<file path="config.mk">
export PLATFORM = sky130hd
export DESIGN_NAME = sha1_hash_engine
export DESIGN_NICKNAME = d
export VERILOG_FILES = /design/src/hdl/sha1_pkg.sv /design/src/hdl/sha1_hash_engine.sv /design/src/hdl/sha1_front.sv /design/src/hdl/sha1_core.sv /design/src/hdl/sha1_dout.sv
export SDC_FILE = /design/constraint.sdc
export NUM_CORES = 2
export LEC_CHECK = 0
export ABC_CLOCK_PERIOD_IN_PS = 27900
export BUFFER_PORTS_ARGS = -buffer_cell sky130_fd_sc_hd__buf_2
export CORE_ASPECT_RATIO = 0.8
export CORE_UTILIZATION = 50
export DETAILED_ROUTE_END_ITERATION = 10
export PLACE_DENSITY = 0.65
export REMOVE_ABC_BUFFERS = 1
export SLEW_MARGIN = 15
export SYNTH_ARGS = -nofsm -noshare
export SYNTH_HDL_FRONTEND = slang
export SYNTH_SLANG_ARGS = --single-unit
</file>
<file path="constraint.sdc">
create_clock -name clk -period 27.9 [get_ports clk]
set_input_delay 1.395 -clock clk [delete_from_list [all_inputs] [get_ports clk]]
set_output_delay 1.395 -clock clk [all_outputs]
set_load 0.01 [all_outputs]
</file>
<file path="src/hdl/sha1_pkg.sv">
// ----------------------------------------------------------------------------
// sha1_pkg
// Shared types and constants for the SHA-1 digest engine.
// ----------------------------------------------------------------------------
`default_nettype none

package sha1_pkg;

  localparam int WORD_W     = 32;
  localparam int LEN_W      = 64;
  localparam int NUM_H      = 5;
  localparam int WIN_DEPTH  = 16;
  localparam int ROUNDS     = 80;
  localparam int WPOS_W     = $clog2(WIN_DEPTH);
  localparam int RC_W       = $clog2(ROUNDS);
  localparam int FIFO_DEPTH = 4;
  localparam int FIFO_AW    = $clog2(FIFO_DEPTH);
  localparam int FIFO_CW    = $clog2(FIFO_DEPTH + 1);
  localparam int HCNT_W     = $clog2(NUM_H + 1);

  typedef logic [WORD_W-1:0] word_t;
  typedef logic [LEN_W-1:0]  len_t;
  // Index 0 is h0 (or working variable a)
  typedef word_t [NUM_H-1:0] hash_t;

  localparam hash_t IV = {32'hC3D2E1F0, 32'h10325476, 32'h98BADCFE,
                          32'hEFCDAB89, 32'h67452301};

  localparam word_t K_0 = 32'h5A827999;
  localparam word_t K_1 = 32'h6ED9EBA1;
  localparam word_t K_2 = 32'h8F1BBCDC;
  localparam word_t K_3 = 32'hCA62C1D6;

  localparam logic [7:0] PAD_BYTE = 8'h80;
  localparam word_t      PAD_WORD = {PAD_BYTE, 24'h0};

  // Bytes in one word
  localparam logic [2:0] FULL_BYTES = 3'd4;

  // Length words sit in the last two slots of the final block
  localparam logic [WPOS_W-1:0] LEN_SLOT  = WPOS_W'(WIN_DEPTH - 2);
  localparam logic [WPOS_W-1:0] LAST_SLOT = WPOS_W'(WIN_DEPTH - 1);

  // Classified word handed from the front end to the core
  typedef struct packed {
    word_t word;      // masked and padded message word
    logic  last;      // final word of the message
    logic  pad_next;  // a separate 0x80 word must follow
    len_t  bit_len;   // message length in bits, valid with last
  } msg_entry_t;

  typedef enum logic [1:0] {
    ST_FEED,
    ST_ROUND,
    ST_ADD
  } core_state_t;

  typedef enum logic [1:0] {
    PH_MSG,
    PH_PAD,
    PH_ZERO,
    PH_LENLO
  } phase_t;

endpackage

`default_nettype wire

</file>
<file path="src/hdl/sha1_hash_engine.sv">
// ----------------------------------------------------------------------------
// sha1_hash_engine
// SHA-1 digest engine with queue-style input and output channels.
// ----------------------------------------------------------------------------
// Input: msg_word carries four message bytes, first byte in bits 31:24. A
// transfer happens when push is high and full is low. last_word marks the
// final word; byte_count gives its valid leading bytes (0..4, above 4 counts
// as 4) and is ignored on other words.
// Output: while empty is low, digest_word shows the next digest word, h0
// through h4; digest_last is high on h4. A transfer happens when pop is high
// and empty is low.
// Flow: a 4-deep word queue feeds the core. Each 512-bit block passes through
// window fill, the 80 rounds on the single round unit and one chaining add;
// the core takes no new words while it runs the rounds and the add.
// Finish: after the last word the core adds padding and length words to
// finish the block (one more block when the length does not fit), then the
// digest is registered into the output buffer at the final add.
// Reset: rst clears the queue, the length count, the output buffer and loads
// the initial chaining value. If the receiver stalls, the five digest words
// wait in the output buffer; the core keeps taking input and stops only when
// it needs the buffer for the next digest.
// ----------------------------------------------------------------------------
`default_nettype none

module sha1_hash_engine (
  input  wire logic        clk,
  input  wire logic        rst,
  input  wire logic        push,
  output logic             full,
  input  wire logic [31:0] msg_word,
  input  wire logic [2:0]  byte_count,
  input  wire logic        last_word,
  output logic             empty,
  input  wire logic        pop,
  output logic [31:0]      digest_word,
  output logic             digest_last
);
  import sha1_pkg::*;

  msg_entry_t head;
  logic       head_valid;
  logic       head_pop;
  logic       dout_free;
  logic       dout_load;
  hash_t      digest;

  sha1_front u_front (
    .clk        (clk),
    .rst        (rst),
    .push       (push),
    .full       (full),
    .msg_word   (msg_word),
    .byte_count (byte_count),
    .last_word  (last_word),
    .head       (head),
    .head_valid (head_valid),
    .head_pop   (head_pop)
  );

  sha1_core u_core (
    .clk        (clk),
    .rst        (rst),
    .head       (head),
    .head_valid (head_valid),
    .head_pop   (head_pop),
    .dout_free  (dout_free),
    .dout_load  (dout_load),
    .digest     (digest)
  );

  sha1_dout u_dout (
    .clk         (clk),
    .rst         (rst),
    .load        (dout_load),
    .digest      (digest),
    .free        (dout_free),
    .empty       (empty),
    .pop         (pop),
    .digest_word (digest_word),
    .digest_last (digest_last)
  );

endmodule

`default_nettype wire

</file>
<file path="src/hdl/sha1_front.sv">
// ----------------------------------------------------------------------------
// sha1_front
// Input side: masks and pads the final word, counts the message length and
// queues classified words for the core.
// ----------------------------------------------------------------------------
`default_nettype none

module sha1_front (
  input  wire logic                clk,
  input  wire logic                rst,
  input  wire logic                push,
  output logic                     full,
  input  wire logic [31:0]         msg_word,
  input  wire logic [2:0]          byte_count,
  input  wire logic                last_word,
  output sha1_pkg::msg_entry_t     head,
  output logic                     head_valid,
  input  wire logic                head_pop
);
  import sha1_pkg::*;

  len_t                 bit_len;
  len_t                 len_sum;
  logic [2:0]           bc_sat;
  word_t                byte_mask;
  word_t                pad_bits;
  logic [5:0]           add_bits;
  msg_entry_t           entry;
  msg_entry_t           queue [FIFO_DEPTH];
  logic [FIFO_AW-1:0]   wr_ptr;
  logic [FIFO_AW-1:0]   rd_ptr;
  logic [FIFO_CW-1:0]   count;
  logic                 wr_en;
  logic                 rd_en;

  // Byte count saturates at four; only honored on the last word
  assign bc_sat = (byte_count > FULL_BYTES) ? FULL_BYTES : byte_count;

  always_comb begin
    case (bc_sat)
      3'd0:    begin byte_mask = 32'h0000_0000; pad_bits = 32'h8000_0000; end
      3'd1:    begin byte_mask = 32'hFF00_0000; pad_bits = 32'h0080_0000; end
      3'd2:    begin byte_mask = 32'hFFFF_0000; pad_bits = 32'h0000_8000; end
      3'd3:    begin byte_mask = 32'hFFFF_FF00; pad_bits = 32'h0000_0080; end
      default: begin byte_mask = 32'hFFFF_FFFF; pad_bits = 32'h0000_0000; end
    endcase
  end

  // Classify the incoming word
  always_comb begin
    add_bits       = last_word ? {bc_sat, 3'b000} : 6'd32;
    len_sum        = bit_len + LEN_W'(add_bits);
    entry.word     = last_word ? ((msg_word & byte_mask) | pad_bits) : msg_word;
    entry.last     = last_word;
    entry.pad_next = last_word && (bc_sat == FULL_BYTES);
    entry.bit_len  = len_sum;
  end

  assign full       = (count == FIFO_CW'(FIFO_DEPTH));
  assign head_valid = (count != '0);
  assign head       = queue[rd_ptr];
  assign wr_en      = push && !full;
  assign rd_en      = head_pop && head_valid;

  // Length counter restarts after each message
  always_ff @(posedge clk) begin
    if (rst) begin
      bit_len <= '0;
    end else if (wr_en) begin
      bit_len <= last_word ? '0 : len_sum;
    end
  end

  // Word queue storage
  always_ff @(posedge clk) begin
    if (wr_en) begin
      queue[wr_ptr] <= entry;
    end
  end

  // Queue pointers
  always_ff @(posedge clk) begin
    if (rst) begin
      wr_ptr <= '0;
      rd_ptr <= '0;
      count  <= '0;
    end else begin
      if (wr_en) begin
        wr_ptr <= wr_ptr + 1'b1;
      end
      if (rd_en) begin
        rd_ptr <= rd_ptr + 1'b1;
      end
      case ({wr_en, rd_en})
        2'b10:   count <= count + 1'b1;
        2'b01:   count <= count - 1'b1;
        default: count <= count;
      endcase
    end
  end

endmodule

`default_nettype wire

</file>
<file path="src/hdl/sha1_core.sv">
// ----------------------------------------------------------------------------
// sha1_core
// Back end: fills the 16-word window, runs one SHA-1 round per cycle and
// folds each block into the chaining value; appends padding and length.
// ----------------------------------------------------------------------------
`default_nettype none

module sha1_core (
  input  wire logic                clk,
  input  wire logic                rst,
  input  wire sha1_pkg::msg_entry_t head,
  input  wire logic                head_valid,
  output logic                     head_pop,
  input  wire logic                dout_free,
  output logic                     dout_load,
  output sha1_pkg::hash_t          digest
);
  import sha1_pkg::*;

  core_state_t         state;
  core_state_t         state_next;
  phase_t              phase;
  phase_t              phase_next;
  logic [WPOS_W-1:0]   wpos;
  logic [RC_W-1:0]     rc;
  logic                final_blk;
  len_t                len_q;
  hash_t               chain;
  hash_t               work;
  hash_t               sums;
  word_t               win [WIN_DEPTH];
  word_t               push_word;
  logic                push_en;
  logic                chain_update;
  word_t               wt;
  word_t               mix;
  word_t               f;
  word_t               k;
  word_t               t;
  word_t               a, b, c, d, e;

  // Next state
  always_comb begin
    state_next = state;
    phase_next = phase;
    case (state)
      ST_FEED: begin
        if (push_en) begin
          if (wpos == LAST_SLOT) begin
            state_next = ST_ROUND;
          end
          case (phase)
            PH_MSG: begin
              if (head.last) begin
                phase_next = head.pad_next ? PH_PAD : PH_ZERO;
              end
            end
            PH_PAD:   phase_next = PH_ZERO;
            PH_ZERO: begin
              if (wpos == LEN_SLOT) begin
                phase_next = PH_LENLO;
              end
            end
            PH_LENLO: phase_next = PH_MSG;
            default:  phase_next = PH_MSG;
          endcase
        end
      end
      ST_ROUND: begin
        if (rc == RC_W'(ROUNDS - 1)) begin
          state_next = ST_ADD;
        end
      end
      ST_ADD: begin
        if (!final_blk || dout_free) begin
          state_next = ST_FEED;
        end
      end
      default: state_next = ST_FEED;
    endcase
  end

  // Control outputs
  always_comb begin
    push_en      = (state == ST_FEED) && ((phase != PH_MSG) || head_valid);
    head_pop     = (state == ST_FEED) && (phase == PH_MSG) && head_valid;
    dout_load    = (state == ST_ADD) && final_blk && dout_free;
    chain_update = (state == ST_ADD) && (!final_blk || dout_free);
    case (phase)
      PH_MSG:   push_word = head.word;
      PH_PAD:   push_word = PAD_WORD;
      PH_ZERO:  push_word = (wpos == LEN_SLOT) ? len_q[LEN_W-1:WORD_W] : '0;
      PH_LENLO: push_word = len_q[WORD_W-1:0];
      default:  push_word = '0;
    endcase
  end

  // Round function
  always_comb begin
    a   = work[0];
    b   = work[1];
    c   = work[2];
    d   = work[3];
    e   = work[4];
    mix = win[13] ^ win[8] ^ win[2] ^ win[0];
    wt  = (rc < RC_W'(WIN_DEPTH)) ? win[0] : {mix[WORD_W-2:0], mix[WORD_W-1]};
    if (rc < RC_W'(20)) begin
      f = (b & c) | (~b & d);
      k = K_0;
    end else if (rc < RC_W'(40)) begin
      f = b ^ c ^ d;
      k = K_1;
    end else if (rc < RC_W'(60)) begin
      f = (b & c) | (b & d) | (c & d);
      k = K_2;
    end else begin
      f = b ^ c ^ d;
      k = K_3;
    end
    t = {a[WORD_W-6:0], a[WORD_W-1:WORD_W-5]} + f + e + k + wt;
  end

  // Chaining add
  always_comb begin
    for (int i = 0; i < NUM_H; i++) begin
      sums[i] = chain[i] + work[i];
    end
  end

  assign digest = sums;

  // Control registers
  always_ff @(posedge clk) begin
    if (rst) begin
      state     <= ST_FEED;
      phase     <= PH_MSG;
      wpos      <= '0;
      rc        <= '0;
      final_blk <= 1'b0;
      chain     <= IV;
    end else begin
      state <= state_next;
      phase <= phase_next;
      if (push_en) begin
        wpos <= wpos + 1'b1;
        if (phase == PH_LENLO) begin
          final_blk <= 1'b1;
        end
      end
      if (state == ST_ROUND) begin
        rc <= (rc == RC_W'(ROUNDS - 1)) ? '0 : rc + 1'b1;
      end
      if (chain_update) begin
        chain     <= final_blk ? IV : sums;
        final_blk <= 1'b0;
      end
    end
  end

  // Datapath registers
  always_ff @(posedge clk) begin
    if (head_pop && head.last) begin
      len_q <= head.bit_len;
    end
    if (push_en) begin
      for (int i = 0; i < WIN_DEPTH - 1; i++) begin
        win[i] <= win[i+1];
      end
      win[WIN_DEPTH-1] <= push_word;
      if (wpos == LAST_SLOT) begin
        work <= chain;
      end
    end else if (state == ST_ROUND) begin
      for (int i = 0; i < WIN_DEPTH - 1; i++) begin
        win[i] <= win[i+1];
      end
      win[WIN_DEPTH-1] <= wt;
      work <= {d, c, {b[1:0], b[WORD_W-1:2]}, a, t};
    end
  end

endmodule

`default_nettype wire

</file>
<file path="src/hdl/sha1_dout.sv">
// ----------------------------------------------------------------------------
// sha1_dout
// Digest buffer: holds the five finished words and hands them out one per
// transfer, h0 first.
// ----------------------------------------------------------------------------
`default_nettype none

module sha1_dout (
  input  wire logic            clk,
  input  wire logic            rst,
  input  wire logic            load,
  input  wire sha1_pkg::hash_t digest,
  output logic                 free,
  output logic                 empty,
  input  wire logic            pop,
  output logic [31:0]          digest_word,
  output logic                 digest_last
);
  import sha1_pkg::*;

  hash_t             hold;
  logic [HCNT_W-1:0] cnt;

  assign free        = (cnt == '0);
  assign empty       = (cnt == '0);
  assign digest_word = hold[0];
  assign digest_last = (cnt == HCNT_W'(1));

  // Remaining word count
  always_ff @(posedge clk) begin
    if (rst) begin
      cnt <= '0;
    end else if (load) begin
      cnt <= HCNT_W'(NUM_H);
    end else if (pop && !empty) begin
      cnt <= cnt - 1'b1;
    end
  end

  // Word shifter
  always_ff @(posedge clk) begin
    if (load) begin
      hold <= digest;
    end else if (pop && !empty) begin
      hold <= {word_t'(0), hold[NUM_H-1:1]};
    end
  end

endmodule

`default_nettype wire

</file>
==> metrics.txt <==
worst path bufs/invs=3; worst setup path endpoint=u_core.a[31]; Final TNS setup=0 ns; HP Class=reg2reg; total I/O pin count=75; Critical Path AT=6.75 ns; Resize count post-CTS=0; gr usage total=24.1%; Unique masters post-synth=89; Ys Warns=0; # hold bufs at CTS=0; Avg WL per Cell=between 20 and 25 um; Pleak=~0.028 uW; storage element area=around 0.043 mm2; setup slack after layout=21.67 ns; n_diodes=0; CP max FO=7; total grt overflow=0; synthesis-to-finish area growth=10.5%; Clock Tree Buf Depth=3; CP Cell Sequence=and3_1 -> a21oi_1 -> nand2_1 -> fa_1 -> inv_1 -> fa_1 -> inv_1 -> fa_1 -> inv_1 -> ha_1 -> a21oi_1 -> o21bai_1 -> a21oi_1 -> o21a_1 -> o21ai_0 -> o2111ai_1 -> a31oi_1 -> or4_1 -> a31oi_1 -> xnor2_1 -> a21oi_1; R2R depth=21; Layout Nets=5,591; post-CTS setup buffer count=0; Routed WL=between 150,000 and 200,000 um; initial antenna violation count=3; vias per inst=between 5 and 6; post-layout instance count excluding filler cells=just over 7,000; reg2reg start=u_core.rc[4]; final setup violation count=0; WHS=0.389 ns; Final Skew=slightly above 0.04 ns; pwr dens=102 mW/mm2; Synth top area share=between 50% and 60%; CP Class=reg2reg; Setup WS pre-CTS=21.72 ns; Placed Cells=6,905; TritonCTS Buffers=152; final core occ=around 56%; Clock transition at path regs=around 0.070 ns; Mapped Avg Cell Area=between 10 and 15 um2; Worst Tran Pin Value=around 1.1 ns; CP Launch Type=register; Die Y=about 330 um; starting density of the core=between 50% and 60%; reg2reg end=u_core.a[31]; die area=~0.14 mm2; Tcrit/Tclk final=around 22%; global-route wire length before repair=253,000 um; CTS tree=built; TritonRoute pass-1 iters=6; Via Count=~42,000; largest net degree at the start of global routing=211; CP Launch Point=u_core.rc[4]; min Tclk post-route=roughly 6.2 ns; Synth Flop Type=edfxtp_1; CTS Root Buffer Type=clkbuf_16; sequential area share after synthesis=approximately 62%; worst relative slew slack=between 20% and 30%; VDD IR max=roughly 0.18 mV; Final Slew Violations=0; top cell type by total area after synthesis=edfxtp_1; Max-Cap Viols=0; Detail Route Antenna Nets=0; area of the multi-input gates=between 0.02 and 0.025 mm2; drt initial violations=approximately 4,800; IO buf count=74; R2R Setup Slk=between 20 and 25 ns; gpl congestion=0.935; DRC=0; Worst setup EP type=register; Cells after Synth=5,172; Crit path largest cell delay=~0.62 ns; largest cells by area after synthesis=edfxtp_1 (55%), dfxtp_1 (7.2%), ha_1 (3.9%); register bit total from synthesis=between 1,500 and 2,000; layout cells sized above 1=11.1%; CP delay by family, top=compound AO/OA/AOI/OAI gates; final hold vios=0; critical path required time=approximately 28 ns; EDFF count, synth=1,273; Die W=about 420 um; Crit path depth=21; number of global-route vias before repair=about 40,000; share of synthesized flip-flops with an asynchronous set or reset=0%; fillers=11,000; CP max-delay cell=fa_1; Mapped Area=around 0.069 mm2; H-tree Lvls=4; RSZ-0062 raised after global routing=no; Sink Count=1,522; clk_lat worst skew=0.79 ns; fmax=0.160 GHz; CP dominant cell by count=a21oi_1; dpl hpwl=~110,000 um; status=complete, no violations; core area=approximately 0.14 mm2; row count=approximately 120
==> worst min-delay path by stage <==
stage | end | startpoint | cells after the start
floorplan | u_core.win[0][0] | u_core.win[1][0] | 0
finish | u_core.win[5][26] | u_core.win[6][26] | 0
global placement | u_core.win[14][22] | u_core.win[15][22] | 0
detailed placement | u_core.win[0][30] | u_core.win[1][30] | 0
CTS | u_core.win[0][29] | u_core.win[1][29] | 0
global route | u_core.win[5][26] | u_core.win[6][26] | 0
==> synth_stat cells (95+ instances only) <==
cell type and number:
nand2_1 551, nor2_1 296, edfxtp_1 1273, xor2_1 107, a21o_1 102, dfxtp_1 249
ha_1 218, mux2_2 102, o21ai_0 298, clkbuf_1 179, a221o_1 106, mux4_2 95
a21oi_1 255, inv_1 260, fa_1 119, xnor2_1 240
==> routing by layer <==
layer / up-vias / GRT usage, % / wire length (um)
li1: 19100 / - / -
met1: 21100 / 37.4 / 78800
met2: 1653 / 34.3 / 71900
met3: 229 / 4.27 / 13700
met4: 0 / 7.18 / 4100
met5: - / 0 / 0
==> logic make-up after synthesis <==
family                   after synthesis  synth area share [%]
AO/OA/AOI/OAI                       1076                  10.3
XOR/XNOR                             348                  4.42
adder cells (fa/ha/maj)              337                  7.38
buffers and inverters                496                  2.87
flip-flops                          1522                  62.4
multiplexers                         230                  5.23
AND/OR/NAND/NOR                     1163                  7.40
==> cell type report <==
| class | count | share of cell area [%] |
|---|---|---|
| Clock buffer | 204 | 5.44 |
| Clock inverter | 79 | 1.25 |
| Inverter | 261 | 1.28 |
| Multi-Input combinational cell | 3154 | 31.5 |
| Sequential cell | 1522 | 56.5 |
| Tap cell | 1845 | 3.02 |
| Timing Repair Buffer | 123 | 0.985 |
==> where the power goes <==
part           switching [uW]  internal, uW  total (uW)  leakage [uW]
Combinational            1340           611        1950        0.0117
Clock                     889          1220        2110       0.00251
Sequential                230          3480        3710        0.0142
Total                    2450          5310        7760        0.0284
==> sequential cells by signal (all words and copies together) (netlist names), 61 cells and up, named ones only <==
| register | count |
|---|---|
| u_core.len_q | 61 |
| u_core.chain | 160 |
| u_front.queue | 380 |
| u_dout.hold | 128 |
| u_core.win | 512 |
| u_front.bit_len | 61 |
==> through the flow <==
stage,total power (uW),area (um2)
after floorplan,5460,68200
after global placement,5660,71400
after detailed placement,5710,71400
after CTS,7820,76500
after global routing,8130,76500
final,7760,76500
==> cell usage in the layout, fill, tap and decap left out, types with 22 or more instances in the layout <==
cell type,count
a21o_1,102
a21oi_1,254
a221o_1,106
a22o_1,53
a22oi_1,24
and2_1,28
and3_1,28
buf_2,73
buf_4,49
clkbuf_1,38
clkbuf_16,154
clkinv_2,25
dfxtp_1,247
edfxtp_1,1273
fa_1,119
ha_1,217
inv_1,260
mux2_2,102
mux2i_1,32
mux4_2,95
nand2_1,547
nand2b_1,39
nand3_1,44
nand4_1,22
nor2_1,291
nor2b_1,38
nor3_1,35
o211ai_1,39
o21a_1,26
o21ai_0,298
or3_1,24
xnor2_1,240
xor2_1,107
No activity file was read; power rests on OpenSTA's default activity.
